File: src/hw/rtl/arcbb_pkg.sv
package arcbb_pkg;

   localparam int CORDIC_STAGES_DEF = 24;
   localparam int ATAN_COUNT        = 30;

   // CORDIC datapath widths: Q30 with headroom for gain growth
   localparam int XW = 34;
   localparam int ZW = 32;
   // points before saturation
   localparam int PW = 36;

   localparam logic signed [XW-1:0] GAIN_Q30 = XW'(34'sh026DD3B6A);

   // angle reduction constants, 1/256 degree units
   localparam int TURN_UNITS      = 92160;
   localparam int QUARTER_UNITS   = 23040;
   localparam int WRAP_OFFSET     = 63488;  // 2^31 mod one turn
   localparam int DIV45_HI_MULT   = 2982617; // ceil(2^27 / 45)
   localparam int DIV45_LO_MULT   = 93207;   // ceil(2^22 / 45)

   typedef logic [31:0] atan_table_type [ATAN_COUNT];
   localparam atan_table_type ATAN_TURN = '{
      32'h20000000, 32'h12E4051E, 32'h09FB385B, 32'h051111D4, 32'h028B0D43,
      32'h0145D7E1, 32'h00A2F61E, 32'h00517C55, 32'h0028BE53, 32'h00145F2F,
      32'h000A2F98, 32'h000517CC, 32'h00028BE6, 32'h000145F3, 32'h0000A2FA,
      32'h0000517D, 32'h000028BE, 32'h0000145F, 32'h00000A30, 32'h00000518,
      32'h0000028C, 32'h00000146, 32'h000000A3, 32'h00000051, 32'h00000029,
      32'h00000014, 32'h0000000A, 32'h00000005, 32'h00000003, 32'h00000001
   };

   // low 21 bits of the binary angle for each residue of r mod 45
   typedef logic [20:0] frac_table_type [45];

   function automatic frac_table_type build_frac();
      frac_table_type t;
      for (int c = 0; c < 45; c++) begin
         t[c] = 21'((c * 2097152 + 22) / 45);
      end
      return t;
   endfunction

   localparam frac_table_type FRAC_TABLE = build_frac();

   typedef struct packed {
      logic signed [XW-1:0] x;
      logic signed [XW-1:0] y;
      logic signed [ZW-1:0] z;
      logic [1:0]           quad;
   } cordic_type;

   typedef struct packed {
      logic signed [31:0] cx;
      logic signed [31:0] cy;
      logic [30:0]        rad;
   } geo_type;

   typedef struct packed {
      geo_type    geo;
      logic [3:0] card;  // 0, 90, 180, 270 degrees inside the span
   } side_type;

   function automatic logic signed [31:0] sat32(logic signed [PW-1:0] v);
      logic signed [PW-1:0] hi;
      logic signed [PW-1:0] lo;
      hi = PW'(32'sh7FFFFFFF);
      lo = PW'(-33'sh080000000);
      if (v > hi) return 32'sh7FFFFFFF;
      if (v < lo) return 32'sh80000000;
      return v[31:0];
   endfunction

endpackage

File: src/hw/rtl/arcbb_cordic_cell.sv
module arcbb_cordic_cell
   import arcbb_pkg::*;
#(
   parameter int STAGE = 0
) (
   input  logic       clock,
   input  logic       en,
   input  cordic_type cin,
   output cordic_type cout
);

   cordic_type cell_in, cell_ff;
   logic signed [XW-1:0] dx;
   logic signed [XW-1:0] dy;
   logic signed [ZW-1:0] atan;

   always_comb begin
      dx   = cin.y >>> STAGE;
      dy   = cin.x >>> STAGE;
      atan = $signed(ATAN_TURN[STAGE]);
      cell_in.quad = cin.quad;
      if (!cin.z[ZW-1]) begin
         cell_in.x = cin.x - dx;
         cell_in.y = cin.y + dy;
         cell_in.z = cin.z - atan;
      end else begin
         cell_in.x = cin.x + dx;
         cell_in.y = cin.y - dy;
         cell_in.z = cin.z + atan;
      end
   end

   always_ff @(posedge clock) begin
      if (en) begin
         cell_ff <= cell_in;
      end
   end

   assign cout = cell_ff;

endmodule

File: config.mk
export PLATFORM = sky130hd
export DESIGN_NAME = arcbb_cordic_cell
export DESIGN_NICKNAME = d
export VERILOG_FILES = /design/src/hw/rtl/arcbb_pkg.sv /design/src/hw/rtl/arcbb_cordic_cell.sv
export SDC_FILE = /design/constraint.sdc
export NUM_CORES = 1
export LEC_CHECK = 0
export BUFFER_PORTS_ARGS = -buffer_cell sky130_fd_sc_hd__buf_2
export CELL_PAD_IN_SITES_DETAIL_PLACEMENT = 0
export CELL_PAD_IN_SITES_GLOBAL_PLACEMENT = 2
export CORE_ASPECT_RATIO = 0.9
export CORE_MARGIN = 5
export CORE_UTILIZATION = 36
export CTS_CLUSTER_SIZE = 28
export DETAILED_ROUTE_END_ITERATION = 12
export PLACE_DENSITY_LB_ADDON = 0.1
export SKIP_CTS_REPAIR_TIMING = 1
export SLEW_MARGIN = 20
export SYNTH_ARGS = -nofsm -noshare
export SYNTH_HDL_FRONTEND = slang
export SYNTH_SLANG_ARGS = --single-unit
File: constraint.sdc
create_clock -name clock -period 6.6 [get_ports clock]
set_input_delay 0.66 -clock clock [delete_from_list [all_inputs] [get_ports clock]]
set_output_delay 0.66 -clock clock [all_outputs]
set_load 0.02 [all_outputs]
==> results.py <==
metrics = {
    "run_status": {
        "status": "complete, no violations",
    },
    "die": {
        "ios": 206,
        "std_cell_rows": 54,
        "die_area_um2": 27900,
        "core_um2": 24300,
        "die_w_um": 176,
        "die_h_um": 159,
        "start_util": 0.367,
    },
    "setup_path": {
        "worstPathCellList": "buf_2 > inv_1 > ha_1 > nand4_1 > nor3_1 > nand3_1 > o311ai_0 > o21ai_0 > o311ai_0 > nand2_1 > xnor2_1",
        "cp_max_fo": 21,
        "cp_data_required_time_ns": 6.72,
        "worst-path-buf-inv": 2,
        "critical-path-max-stage-delay_ns": 0.78,
        "end_kind": "flop",
        "critical_path_arrival_ns": 4.10,
        "slowest_stage": "ha_1",
        "cpMostUsedCell": "o311ai_0",
        "cpLargestDelayFamily": "compound AO/OA/AOI/OAI gates",
        "worstSetupPathType": "primary input to flop",
        "worstSetupStartpointType": "primary input",
    },
    "global_route": {
        "grt_max_degree": 71,
        "grt_first_pass_wirelength_um": 46000,
        "grt_util_all_layers": 0.207,
        "grt_overflow_total": 0,
        "grt_pass1_vias": 7666,
        "antenna_found_initial": 2,
    },
    "cells_and_area": {
        "area_growth_pct": 17.4,
        "drive_gt1_frac": 0.207,
        "fin_nets": 1364,
        "final_cell_mix": "buf_2, a21oi_1, edfxtp_1",
        "final_common_cell": "buf_2",
        "fillers": 2480,
        "largest_reg_flops": 101,
        "instances_no_fill": 1470,
        "n_antenna_cell": 0,
    },
    "sta": {
        "period_share": 0.604,
        "worstMarginPinSlew_ns": 0.912,
        "setup_viol_count_final": 0,
        "relSlewSlack": 0.384,
        "hold_violations": 0,
        "rsz0062_at_grt": "false",
        "finalMaxSlewViolations": 0,
        "setup_tns_ns": 0,
        "fin_crit_ns": 3.99,
        "timing.fmax_ghz": 0.251,
    },
    "synth": {
        "synth-async-reset-ratio": 0,
        "synth_seq_area_share": 0.341,
        "syn_nets": 1190,
        "post_synth_inst_count": 983,
        "synth_edf_count": 101,
        "ys.flop_type": "edfxtp_1",
        "syn_area_per_cell_um2": 9.04,
        "synth_cell_types": 75,
        "yosys_warnings": 0,
        "ys_seq_elements": 101,
        "netlist_area_um2": 8890,
    },
    "worst_hold_path": {
        "min_to": "cout[11]$_DFFE_PP_",
        "min_path_type": "primary input to flop",
        "min_path_cells": 1,
        "worstHoldStart": "cin[11]",
    },
    "place": {
        "io_buffers": 205,
        "post-place-cells": 1454,
        "dp_hpwl_um": 24000,
        "gp_congestion": 0.860,
    },
    "drt": {
        "num_vias": 8056,
        "antenna_left": 0,
        "post-route-drc-count": 0,
        "viasPerCell": 5.48,
        "post_drt_wl_per_cell_um": 20.7,
        "routed_wl_um": 30400,
        "drt_pass1_iterations": 6,
        "drt_iter0_drc": 625,
    },
    "run": {
        "drv_cap": 0,
    },
    "cts": {
        "clockBufferDepth": 2,
        "cts_max_level": 3,
        "clk_pin_slew_ns": 0.09,
        "cts_buffers": 9,
        "cts_tree": "yes",
        "cts_sinks": 101,
        "cts_root_buf": "clkbuf_16",
    },
    "power_and_ir_drop": {
        "finalPower_w": 0.00230,
        "leakage_nw": 4.63,
        "peakVddDrop_v": 0.000112,
        "cellPowerDensity_nw_per_um2": 221,
    },
}
[worst max path at each step]
| stage | start | cells after the start | to | slack (ns) |
|---|---|---|---|---|
| 6_report | cin[52] | 11 | cout[95]$_DFFE_PP_ | 2.61 |
| 5_1_grt | cin[52] | 11 | cout[95]$_DFFE_PP_ | 2.31 |
| 4_1_cts | cin[52] | 11 | cout[95]$_DFFE_PP_ | 2.68 |
| 2_1_floorplan | cin[43] | 10 | cout[100]$_DFFE_PP_ | 3.36 |
| 3_3_place_gp | cin[52] | 11 | cout[95]$_DFFE_PP_ | 2.44 |
| 3_5_place_dp | cin[52] | 11 | cout[95]$_DFFE_PP_ | 2.32 |
[stage by stage]
| step | utilization | hold WS [ns] | cell area (µm²) | setup WS (ns) |
|---|---|---|---|---|
| after floorplan | - | 0.759 | 8890 | 3.36 |
| after global placement | 0.417 | 0.836 | 10100 | 2.44 |
| after detailed placement | 0.417 | 0.838 | 10100 | 2.32 |
| after CTS | 0.430 | 0.443 | 10400 | 2.68 |
| after global routing | 0.430 | 0.441 | 10400 | 2.31 |
| final | 0.430 | 0.456 | 10400 | 2.61 |
[cells by family after synthesis]
group / after synthesis / synth area share
AOI/OAI and AO/OA: 320 / 0.230
xor gates and xnor gates: 66 / 0.0650
adders and majority gates: 103 / 0.148
buffers and inverters: 145 / 0.0652
DFF: 101 / 0.341
muxes: 24 / 0.0270
and+or+nand+nor: 224 / 0.123
[power by group]
part | total, W | internal (W) | switching [W]
Sequential | 0.000850 | 0.000826 | 0.0000237
Combinational | 0.000877 | 0.000301 | 0.000575
Clock | 0.000577 | 0.000275 | 0.000302
[metal layers]
metal / track usage / up-vias / share of wire
li1: - / 3887 / -
met1: 0.314 / 3822 / 0.48
met2: 0.313 / 309 / 0.43
met3: 0.0356 / 34 / 0.070
met4: 0.0383 / 4 / 0.014
met5: 0 / - / 0.00069
[cell type report]
type / instances / area (µm²) / share of cell area
Clock buffer: 9 / 225 / 0.0216
Multi-Input combinational cell: 737 / 5280 / 0.506
Tap cell: 308 / 385 / 0.0369
Sequential cell: 101 / 3030 / 0.291
Timing Repair Buffer: 208 / 1050 / 0.101
Clock inverter: 7 / 91.3 / 0.00875
Inverter: 100 / 375 / 0.0360
[cell usage after synthesis, types with 4 or more instances]
library cell | count | area, µm²
a2111oi_0 | 6 | 52.6
fa_1 | 4 | 80.1
a21o_1 | 20 | 150
buf_1 | 7 | 26.3
o21a_1 | 7 | 52.6
buf_2 | 4 | 20.0
xnor2_1 | 59 | 517
a21oi_1 | 114 | 571
a221oi_1 | 5 | 43.8
nand4_1 | 12 | 75.1
nor2b_1 | 14 | 87.6
a211o_1 | 4 | 35.0
nand3b_1 | 4 | 30.0
xor2_1 | 7 | 61.3
o211ai_1 | 9 | 67.6
edfxtp_1 | 101 | 3030
nor2_1 | 74 | 278
and3_1 | 6 | 37.5
clkbuf_1 | 29 | 109
nand3_1 | 9 | 45.0
nand2b_1 | 9 | 56.3
ha_1 | 99 | 1240
nor3_1 | 14 | 70.1
o22ai_1 | 5 | 31.3
a31oi_1 | 4 | 25.0
a311oi_1 | 4 | 35.0
nand2_1 | 53 | 199
a211oi_1 | 9 | 67.6
inv_1 | 98 | 368
nor4_1 | 4 | 25.0
mux2i_1 | 24 | 240
o21ai_0 | 69 | 345
o31ai_1 | 6 | 45.0
o311ai_0 | 4 | 35.0
or3_1 | 7 | 43.8
o221ai_1 | 4 | 35.0
o21bai_1 | 16 | 120
Power figures use the tool's default switching activity.
