### src/hw/rtl/arcbb_pkg.sv
package arcbb_pkg;

   localparam int CORDIC_STAGES_DEF = 24;
   localparam int ATAN_COUNT        = 30;

   // CORDIC datapath widths: Q30 with headroom for gain growth
   localparam int XW = 34;
   localparam int ZW = 32;
   // points before saturation
   localparam int PW = 36;

   localparam logic signed [XW-1:0] GAIN_Q30 = XW'(34'sh026DD3B6A);

   // angle reduction constants, 1/256 degree units
   localparam int TURN_UNITS      = 92160;
   localparam int QUARTER_UNITS   = 23040;
   localparam int WRAP_OFFSET     = 63488;  // 2^31 mod one turn
   localparam int DIV45_HI_MULT   = 2982617; // ceil(2^27 / 45)
   localparam int DIV45_LO_MULT   = 93207;   // ceil(2^22 / 45)

   typedef logic [31:0] atan_table_type [ATAN_COUNT];
   localparam atan_table_type ATAN_TURN = '{
      32'h20000000, 32'h12E4051E, 32'h09FB385B, 32'h051111D4, 32'h028B0D43,
      32'h0145D7E1, 32'h00A2F61E, 32'h00517C55, 32'h0028BE53, 32'h00145F2F,
      32'h000A2F98, 32'h000517CC, 32'h00028BE6, 32'h000145F3, 32'h0000A2FA,
      32'h0000517D, 32'h000028BE, 32'h0000145F, 32'h00000A30, 32'h00000518,
      32'h0000028C, 32'h00000146, 32'h000000A3, 32'h00000051, 32'h00000029,
      32'h00000014, 32'h0000000A, 32'h00000005, 32'h00000003, 32'h00000001
   };

   // low 21 bits of the binary angle for each residue of r mod 45
   typedef logic [20:0] frac_table_type [45];

   function automatic frac_table_type build_frac();
      frac_table_type t;
      for (int c = 0; c < 45; c++) begin
         t[c] = 21'((c * 2097152 + 22) / 45);
      end
      return t;
   endfunction

   localparam frac_table_type FRAC_TABLE = build_frac();

   typedef struct packed {
      logic signed [XW-1:0] x;
      logic signed [XW-1:0] y;
      logic signed [ZW-1:0] z;
      logic [1:0]           quad;
   } cordic_type;

   typedef struct packed {
      logic signed [31:0] cx;
      logic signed [31:0] cy;
      logic [30:0]        rad;
   } geo_type;

   typedef struct packed {
      geo_type    geo;
      logic [3:0] card;  // 0, 90, 180, 270 degrees inside the span
   } side_type;

   function automatic logic signed [31:0] sat32(logic signed [PW-1:0] v);
      logic signed [PW-1:0] hi;
      logic signed [PW-1:0] lo;
      hi = PW'(32'sh7FFFFFFF);
      lo = PW'(-33'sh080000000);
      if (v > hi) return 32'sh7FFFFFFF;
      if (v < lo) return 32'sh80000000;
      return v[31:0];
   endfunction

endpackage

### src/hw/rtl/arcbb_angle_reduce.sv
module arcbb_angle_reduce
   import arcbb_pkg::*;
(
   input  logic        clock,
   input  logic        en,
   input  logic [31:0] angle,
   output logic [16:0] red_angle,
   output logic [31:0] bin_angle
);

   // stage A: split off the 2^11 factor of a turn, reciprocal multiply by 1/45
   logic [20:0] v_in, v_ff;
   logic [10:0] low_in, low_ff;
   logic [42:0] p1_in, p1_ff;
   // stage B: reduced angle
   logic [15:0] qv;
   logic [20:0] remw;
   logic [16:0] m;
   logic [16:0] r_in, r_ff;
   // stage C
   logic [33:0] p2_in, p2_ff;
   logic [16:0] rc_ff;
   // stage D
   logic [11:0] a;
   logic [16:0] cw;
   logic [5:0]  c;
   logic [31:0] b_in, b_ff;
   logic [16:0] rd_ff;

   always_comb begin
      // offset by 2^31 so the value is unsigned
      v_in   = angle[31:11] ^ 21'h100000;
      low_in = angle[10:0];
      p1_in  = 43'(v_in) * 43'(DIV45_HI_MULT);
   end

   always_comb begin
      qv   = p1_ff[42:27];
      remw = v_ff - 21'(qv) * 21'd45;
      m    = {remw[5:0], low_ff};
      if (m >= 17'(WRAP_OFFSET)) begin
         r_in = m - 17'(WRAP_OFFSET);
      end else begin
         r_in = m + 17'(TURN_UNITS - WRAP_OFFSET);
      end
   end

   assign p2_in = 34'(r_ff) * 34'(DIV45_LO_MULT);

   always_comb begin
      a    = p2_ff[33:22];
      cw   = rc_ff - 17'(a) * 17'd45;
      c    = cw[5:0];
      b_in = {a[10:0], FRAC_TABLE[c]};
   end

   always_ff @(posedge clock) begin
      if (en) begin
         v_ff   <= v_in;
         low_ff <= low_in;
         p1_ff  <= p1_in;
         r_ff   <= r_in;
         p2_ff  <= p2_in;
         rc_ff  <= r_ff;
         b_ff   <= b_in;
         rd_ff  <= rc_ff;
      end
   end

   assign red_angle = rd_ff;
   assign bin_angle = b_ff;

endmodule

### config.mk
export PLATFORM = sky130hd
export DESIGN_NAME = arcbb_angle_reduce
export DESIGN_NICKNAME = d
export VERILOG_FILES = /design/src/hw/rtl/arcbb_pkg.sv /design/src/hw/rtl/arcbb_angle_reduce.sv
export SDC_FILE = /design/constraint.sdc
export NUM_CORES = 1
export LEC_CHECK = 0
export ABC_AREA = 1
export BUFFER_PORTS_ARGS = -buffer_cell sky130_fd_sc_hd__buf_2
export CAP_MARGIN = 20
export CORE_ASPECT_RATIO = 0.7
export CORE_MARGIN = 2
export CORE_UTILIZATION = 44
export CTS_BUF_LIST = sky130_fd_sc_hd__clkbuf_8
export DETAILED_ROUTE_END_ITERATION = 10
export SETUP_SLACK_MARGIN = 0.2
export SLEW_MARGIN = 20
export SYNTH_ARGS = -nofsm -noshare
export SYNTH_HDL_FRONTEND = slang
export SYNTH_SLANG_ARGS = --single-unit
### constraint.sdc
create_clock -name clock -period 7.5 [get_ports clock]
set_input_delay 0.75 -clock clock [delete_from_list [all_inputs] [get_ports clock]]
set_output_delay 0.75 -clock clock [all_outputs]
set_load 0.05 [all_outputs]
==> results.sh, run 1 <==
export IMPL_finalHoldViolations=0
export IMPL_finalSetupTns_ps=0
export IMPL_fin_nets=2483
export IMPL_dp_hpwl_mm=36.60
export IMPL_final_cell_mix="479 x inv_1, 311 x nand2_1, 302 x ha_1"
export IMPL_ant_nets=0
export IMPL_r2r_setup_slack_ps=1940
export IMPL_slew_headroom_pct=35.72
export IMPL_final_common_cell="inv_1"
export IMPL_syn2layout_area_growth_pct=7.870
export IMPL_clkSlewWorstSetupHoldPaths_ps=90
export IMPL_synth_ff_type="edfxtp_1"
export IMPL_grt_overflow_total=0
export IMPL_vias=12304
export IMPL_grt_setup_unrepaired="false"
export IMPL_die_x_um=237.6
export IMPL_period_share_pct=75.68
export IMPL_min_path_type="register to register"
export IMPL_netlist_area_um2=16800
export IMPL_dieArea_um2=39790
export IMPL_cts_buffers=17
export IMPL_fin_crit_ps=5676
export IMPL_grt_pass1_vias=12612
export IMPL_syn_nets=2397
export IMPL_highest_layer="met4"
export IMPL_min_delay_start="rc_ff[12]"
export IMPL_cp_start_kind="input port"
export IMPL_grt_usage_pct=22.77
export IMPL_drive_gt1_share_pct=7.523
export IMPL_clock_sinks=113
export IMPL_end_kind="register"
export IMPL_seq_area_frac_synth_pct=20.19
export IMPL_cts_resized=0
export IMPL_core_rowCount=59
export IMPL_tightest_slew_ps=964.2
export IMPL_final_max_slew_viol_count=0
export IMPL_vias_per_cell=5.038
export IMPL_finish_utilization_pct=48.43
export IMPL_status="finished clean"
export IMPL_synth_async_reset_ratio_pct=0
export IMPL_post_cts_buffers=0
export IMPL_coreArea_um2=37430
export IMPL_cts_path_max_buffers=2
export IMPL_first_pass_iters=7
export IMPL_required_ps=7740
export IMPL_drt_met1_wl_mm=22.22
export IMPL_drt_first_iter_violations=958
export IMPL_skew_ps=19.04
export IMPL_ios=83
export IMPL_stdcell_count=2442
export IMPL_die_h_um=167.5
export IMPL_clk_latency_ps=500
export IMPL_antenna_found_initial=0
export IMPL_r2r_start="r_ff[9]"
export IMPL_min_to="red_angle[12]"
export IMPL_numPortBuffers=82
export IMPL_postSynthAreaPerCell_um2=9.059
export IMPL_wl_met3_mm=3.962
export IMPL_grt_max_degree=77
export IMPL_drc_errors=0
export IMPL_synth_edf_count=113
export IMPL_ctsHtreeMaxLevel=4
export IMPL_place_inst=2410
export IMPL_routedWlPerCell_um=17.31
export IMPL_cp_max_fo=5
export IMPL_yosys_warnings=0
export IMPL_ys_seq_elements=113
export IMPL_rr_worst_depth=19
export IMPL_fmax_mhz=176.2
export IMPL_netlist_cell_type_count=45
export IMPL_drv_cap=0
export IMPL_crit_arrival_ps=5920
export IMPL_hold_buffers=0
export IMPL_reg2reg_to="p2_ff[27]"
export IMPL_n_antenna_cell=0
export IMPL_grt_pass1_wl_mm=69.30
export IMPL_synth_cells=1855
export IMPL_cts_tree="built"
export IMPL_met2RoutedLength_mm=15.65
export IMPL_setup_viol=0
export IMPL_initial_utilization_pct=44.90
export IMPL_fill_cells=3601
export IMPL_cts_root_buf="clkbuf_8"
export IMPL_critPathKind="input port to register"
export IMPL_globalplace_congestion=0.9599
export IMPL_min_delay_path_depth=0
export IMPL_fin_ws_ps=1824
export IMPL_post_place_ws_ps=1400
export IMPL_wl_mm=42.28
==> sequential cells by signal, summed over array words and instances, names as in the netlist <==
name	cells
rc_ff	16
p1_ff	6
v_ff	6
r_ff	17
bin_angle	28
red_angle	17
p2_ff	12
low_ff	11
==> critical path, stage by stage <==
cell	delay [ps]
buf_2	160
ha_1	330
inv_1	60
fa_1	540
inv_1	60
fa_1	480
inv_1	60
fa_1	530
inv_1	50
fa_1	500
fa_1	560
inv_1	60
fa_1	530
inv_1	50
ha_1	350
nand2_1	130
inv_1	80
nand2_1	90
inv_1	50
a21oi_1	130
nor2_1	50
nor2_1	110
nand2_1	70
nand2_1	60
nand2_1	50
==> through the flow <==
step / hold WS, ps / cell area [um^2]
2_1_floorplan: 400.3 / 16800
3_3_place_gp: 402.1 / 17720
3_5_place_dp: 405.4 / 17720
4_1_cts: 393.2 / 18130
5_1_grt: 395.2 / 18130
6_report: 416.7 / 18130
==> how the worst max path moves through the flow <==
stage | start | end | slack, ps | cells past startpoint
floorplan | angle[24] | p1_ff[32] | 1860 | 24
global placement | angle[24] | p1_ff[31] | 1430 | 23
detailed placement | angle[24] | p1_ff[32] | 1400 | 25
CTS | angle[24] | p1_ff[32] | 1900 | 25
global route | angle[24] | p1_ff[31] | 1510 | 23
finish | angle[24] | p1_ff[32] | 1820 | 25
==> synthesized netlist by cell type (all sizes together), types with 2 or more instances <==
library cell    n  share of area, %
inv           482                11
nand2         323               7.5
ha            302                22
fa            206                25
edfxtp        113                20
nor2           87               2.1
nand3          78               2.4
a21oi          64               2.0
o21ai          58               1.7
xor2           17              0.93
buf            16              0.66
nand4          16              0.63
nor3           16              0.48
xnor2          15              0.78
nand3b         12              0.61
o211ai          9              0.40
o21bai          9              0.40
a21o            8              0.36
or2             6              0.24
a21boi          5              0.22
a31oi           4              0.15
nor4            3              0.11
o21a            2             0.089
==> cell type report <==
cell class / count / area (um^2) / area share (%)
tap: 488 / 610.6 / 3.369
timing repair buffer: 83 / 420.4 / 2.319
multi-input combinational: 1243 / 11480 / 63.36
sequential: 113 / 3393 / 18.72
inverter: 483 / 1815 / 10.02
clock buffer: 17 / 234.0 / 1.291
clock inverter: 15 / 167.7 / 0.9250
==> kinds of logic after synthesis <==
logic type / after synthesis / synth area share [%]
DFF: 113 / 20.19
adders and majority gates: 508 / 47.03
buffers and inverters: 499 / 11.46
AOI/OAI and AO/OA: 160 / 5.436
and+or+nand+nor: 543 / 14.17
xor gates and xnor gates: 32 / 1.713
==> layer usage <==
layer	track usage, %	up-vias
li1	-	6015
met1	36.50	5846
met2	29.81	408
met3	6.841	35
met4	3.910	0
met5	0	-
Power of run 1 is left out: the tool's default activity adds up to more than one toggle a clock period on the data nets, which glitch-free logic cannot reach.
==> run 2: changes to the inputs <==
==> constraint.sdc (replaced) <==
create_clock -name clock -period 4.63 [get_ports clock]
set_input_delay 0.463 -clock clock [delete_from_list [all_inputs] [get_ports clock]]
set_output_delay 0.463 -clock clock [all_outputs]
set_load 0.05 [all_outputs]
==> run 2 against run 1 <==
The run now ends with setup timing left. Sequential share of layout area shrank 2.6 points. Hold slack lost 260 ps. Clock skew down 10 ps. Largest cell class unchanged.
==> results.sh, run 2 (same netlist as run 1, synthesis figures left out) <==
export IMPL_critPathMostFrequentCell="fa_1"
export IMPL_final_common_cell="inv_1"
export IMPL_fin_ws_ps=-293.4
export IMPL_highest_layer="met4"
export IMPL_grt_pass1_wl_mm=74.84
export IMPL_cts_buffers=17
export IMPL_min_path_type="input port to register"
export IMPL_drive_gt1_share_pct=26.65
export IMPL_drv_cap=0
export IMPL_grt_max_degree=49
export IMPL_path_cells="ha_4, inv_4, fa_1, fa_1, fa_1, inv_2, fa_1, inv_1, fa_1, inv_2, ha_4, nand2_4, inv_4, nand2_4, nor3_4, nand2_2, nor2_1, nor2_1, o21ai_1, xor2_1"
export IMPL_grt_usage_pct=24.72
export IMPL_end_kind="register"
export IMPL_cts_root_buf="clkbuf_8"
export IMPL_final_max_slew_viol_count=0
export IMPL_vias_per_cell=4.969
export IMPL_drc_errors=0
export IMPL_dieArea_um2=39790
export IMPL_vias=13182
export IMPL_first_pass_iters=5
export IMPL_final_cell_mix="436 x inv_1, 279 x nand2_1, 246 x ha_1"
export IMPL_largest_reg_flops=28
export IMPL_grt_setup_unrepaired="true"
export IMPL_required_ps=4930
export IMPL_grt_overflow_total=0
export IMPL_drt_first_iter_violations=937
export IMPL_wl_mm=46.79
export IMPL_die_x_um=237.6
export IMPL_clk_latency_ps=480
export IMPL_cp_max_fo=4
export IMPL_critPathKind="register to register"
export IMPL_status="finished with violations"
export IMPL_ctsHtreeMaxLevel=4
export IMPL_finalHoldViolations=0
export IMPL_drt_met1_wl_mm=25.04
export IMPL_met2RoutedLength_mm=17.43
export IMPL_wl_met3_mm=4.142
export IMPL_fin_hold_ws_ps=152.7
export IMPL_ios=83
export IMPL_period_share_pct=106.3
export IMPL_place_inst=2608
export IMPL_core_rowCount=59
export IMPL_n_antenna_cell=0
export IMPL_die_h_um=167.5
export IMPL_crit_arrival_ps=5220
export IMPL_ant_nets=0
export IMPL_hold_buffers=0
export IMPL_numPortBuffers=82
export IMPL_violations="setup timing"
export IMPL_tightest_slew_ps=639.1
export IMPL_antenna_found_initial=0
export IMPL_slew_headroom_pct=57.39
export IMPL_globalplace_congestion=0.9597
export IMPL_skew_ps=8.807
export IMPL_initial_utilization_pct=44.90
export IMPL_coreArea_um2=37430
export IMPL_routedWlPerCell_um=17.64
export IMPL_fmax_mhz=203.1
export IMPL_fin_nets=2694
export IMPL_cts_path_max_buffers=2
export IMPL_critPathMaxStageDelay_ps=530
export IMPL_fill_cells=3303
export IMPL_crit_slowest_cell="edfxtp_1"
export IMPL_finalSetupTns_ps=-3610
export IMPL_dp_hpwl_mm=40.20
export IMPL_post_place_ws_ps=-767.2
export IMPL_grt_pass1_vias=13728
export IMPL_cp_start_kind="register"
export IMPL_cts_tree="built"
export IMPL_clock_sinks=113
export IMPL_clkSlewWorstSetupHoldPaths_ps=70
export IMPL_setup_viol=17
export IMPL_syn2layout_area_growth_pct=25.39
export IMPL_stdcell_count=2653
export IMPL_fin_crit_ps=4923
-- run 2: worst paths after layout --
path / start / to / slack, ps / cells past startpoint
worst max-delay path: r_ff[6] / p2_ff[25] / -290 / 20
worst min-delay path: angle[2] / low_ff[2] / 150 / 1
worst max register to register: r_ff[6] / p2_ff[25] / -290 / 20
worst min register to register: rc_ff[10] / red_angle[10] / 420 / 0
-- run 2: final cells by class --
cell class	count	area [um^2]	share of cell area, %
clock buffer	17	234.0	1.110
clock inverter	15	167.7	0.7957
inverter	483	1832	8.694
multi-input combinational	1243	12730	60.40
sequential	113	3393	16.10
tap	488	610.6	2.898
timing repair buffer	294	2106	9.994
-- run 2: critical path, delay by kind of cell (launching register included) --
family	cells	cell delay [ps]
AND/OR/NAND/NOR	6	460
buffers and inverters	5	260
AO/OA/AOI/OAI	1	100
adder cells (fa/ha/maj)	7	3110
XOR/XNOR	1	260
flip-flops	1	530
-- run 2: metrics by stage --
| stage | cell area [um^2] | util (%) |
|---|---|---|
| global route | 21070 | 56.30 |
| CTS | 20760 | 55.48 |
| detailed placement | 19700 | 52.64 |
| finish | 21070 | 56.30 |
| floorplan | 17290 | - |
| global placement | 19700 | 52.64 |
-- run 2: layer usage --
metal | global-route usage [%] | up-vias
li1 | - | 6444
met1 | 40.14 | 6362
met2 | 32.37 | 360
met3 | 7.732 | 16
met4 | 2.516 | 0
met5 | 0 | -
-- run 2: timing repair --
| item | 4_1_cts | 5_1_grt |
|---|---|---|
| setup buffers | 10 | 3 |
| gates resized for setup | 139 | 76 |
| pin swaps | 86 | 38 |
| endpoints found under the setup margin | 17 | 17 |
Power of run 2 is left out for the same reason.
==> run 3: changes to the inputs <==
==> constraint.sdc (replaced) <==
create_clock -name clock -period 4.63 [get_ports clock]
set_input_delay 1.389 -clock clock [delete_from_list [all_inputs] [get_ports clock]]
set_output_delay 1.389 -clock clock [all_outputs]
set_load 0.05 [all_outputs]
==> run 3 against run 2 <==
The run still ends with setup timing left. Clock skew grew 3.7 ps. Final area grew 0.12%. First-iteration DRC count shrank 3.0%. Critical path type is now input port to register. Routed wire length grew 0.23%.
==> results.sh, run 3 (same netlist as run 1, synthesis figures left out) <==
export IMPL_cp_max_fo=4
export IMPL_core_rowCount=59
export IMPL_fin_nets=2702
export IMPL_fin_crit_ps=5779
export IMPL_hold_buffers=0
export IMPL_ctsHtreeMaxLevel=4
export IMPL_slew_headroom_pct=50.41
export IMPL_setup_viol=17
export IMPL_ant_nets=0
export IMPL_cts_tree="built"
export IMPL_drive_gt1_share_pct=26.34
export IMPL_fin_ws_ps=-1149
export IMPL_reg2reg_to="p2_ff[23]"
export IMPL_cp_start_kind="input port"
export IMPL_min_to="red_angle[14]"
export IMPL_end_kind="register"
export IMPL_finalSetupTns_ps=-9528
export IMPL_stdcell_count=2661
export IMPL_clk_latency_ps=480
export IMPL_skew_ps=12.51
export IMPL_cts_root_buf="clkbuf_8"
export IMPL_numPortBuffers=82
export IMPL_crit_arrival_ps=6010
export IMPL_routedWlPerCell_um=17.62
export IMPL_finalHoldViolations=0
export IMPL_vias_per_cell=4.945
export IMPL_clock_sinks=113
export IMPL_min_delay_start="rc_ff[14]"
export IMPL_r2r_start="r_ff[7]"
export IMPL_min_delay_path_depth=0
export IMPL_place_inst=2608
export IMPL_final_cell_mix="441 x inv_1, 282 x nand2_1, 246 x ha_1"
export IMPL_globalplace_congestion=0.9964
export IMPL_first_pass_iters=7
export IMPL_required_ps=4870
export IMPL_fmax_mhz=173.0
export IMPL_clkSlewWorstSetupHoldPaths_ps=70
export IMPL_drv_cap=0
export IMPL_min_path_type="register to register"
export IMPL_final_common_cell="inv_1"
export IMPL_drt_first_iter_violations=909
export IMPL_dieArea_um2=39790
export IMPL_grt_setup_unrepaired="true"
export IMPL_grt_pass1_wl_mm=75.15
export IMPL_cts_buffers=17
export IMPL_grt_max_degree=56
export IMPL_dp_hpwl_mm=40.36
export IMPL_period_share_pct=124.8
export IMPL_grt_usage_pct=24.97
export IMPL_largest_reg_flops=28
export IMPL_grt_pass1_vias=13672
export IMPL_cts_path_max_buffers=2
export IMPL_final_max_slew_viol_count=0
export IMPL_ios=83
export IMPL_multiInputGateArea_um2=12700
export IMPL_wl_mm=46.90
export IMPL_drc_errors=0
export IMPL_tightest_slew_ps=743.9
export IMPL_coreArea_um2=37430
export IMPL_die_h_um=167.5
export IMPL_syn2layout_area_growth_pct=25.54
export IMPL_violations="setup timing"
export IMPL_r2r_setup_slack_ps=-350
export IMPL_initial_utilization_pct=44.90
export IMPL_vias=13158
export IMPL_status="finished with violations"
export IMPL_die_x_um=237.6
export IMPL_critPathKind="input port to register"
export IMPL_grt_overflow_total=0
export IMPL_antenna_found_initial=0
export IMPL_rr_worst_depth=20
export IMPL_fill_cells=3296
export IMPL_final_seq_area_um2=3393
run 3: metrics by stage:
stage / utilization [%] / area, um^2 / setup WS [ps] / hold slack (ps)
final: 56.36 / 21100 / -1149 / 416.3
after detailed placement: 52.67 / 19710 / -1721 / 406.1
after global placement: 52.67 / 19710 / -1681 / 401.8
after global routing: 56.36 / 21090 / -1248 / 430.1
after floorplan: - / 17290 / -1230 / 400.3
after CTS: 55.28 / 20690 / -1117 / 420.6
run 3: how the worst max path moves through the flow:
stage | from | end
6_report | angle[24] | p1_ff[28]
2_1_floorplan | angle[25] | p1_ff[27]
3_5_place_dp | angle[23] | p1_ff[30]
3_3_place_gp | angle[23] | p1_ff[32]
4_1_cts | angle[26] | p1_ff[30]
5_1_grt | angle[25] | p1_ff[28]
run 3: layout make-up:
class | instances | area share (%)
diodes | 1 | 0.01186
clock buffers | 17 | 1.109
clock inverters | 14 | 0.8185
inverters | 483 | 8.671
multi-input cells | 1243 | 60.20
flip-flops and latches | 113 | 16.09
well taps | 488 | 2.894
repair buffers | 302 | 10.21
run 3: repair_timing:
item                                   CTS  global route
buffers inserted                        15             6
endpoints found under the hold margin    0             0
gates resized for setup                118            81
setup endpoints to repair               17            17
pin swaps                               68            69
run 3: per-layer routing:
metal / global-route usage (%) / wire length, um
met1: 38.97 / 24490
met4: 3.363 / 336
met5: 0 / 0
met3: 10.42 / 4705
met2: 32.16 / 17360
run 3: critical path, stage by stage:
cell	delay, ps
buf_6	120
ha_4	270
inv_2	30
fa_1	500
inv_1	60
fa_1	500
inv_1	70
fa_1	470
inv_1	50
fa_2	340
fa_1	540
inv_1	60
fa_1	430
inv_2	100
ha_4	210
nand2_2	70
inv_2	30
buf_4	130
nand2_1	60
nand2_1	60
buf_4	140
a21oi_2	110
nand3_1	110
xor2_1	160
Power of run 3 is left out for the same reason.
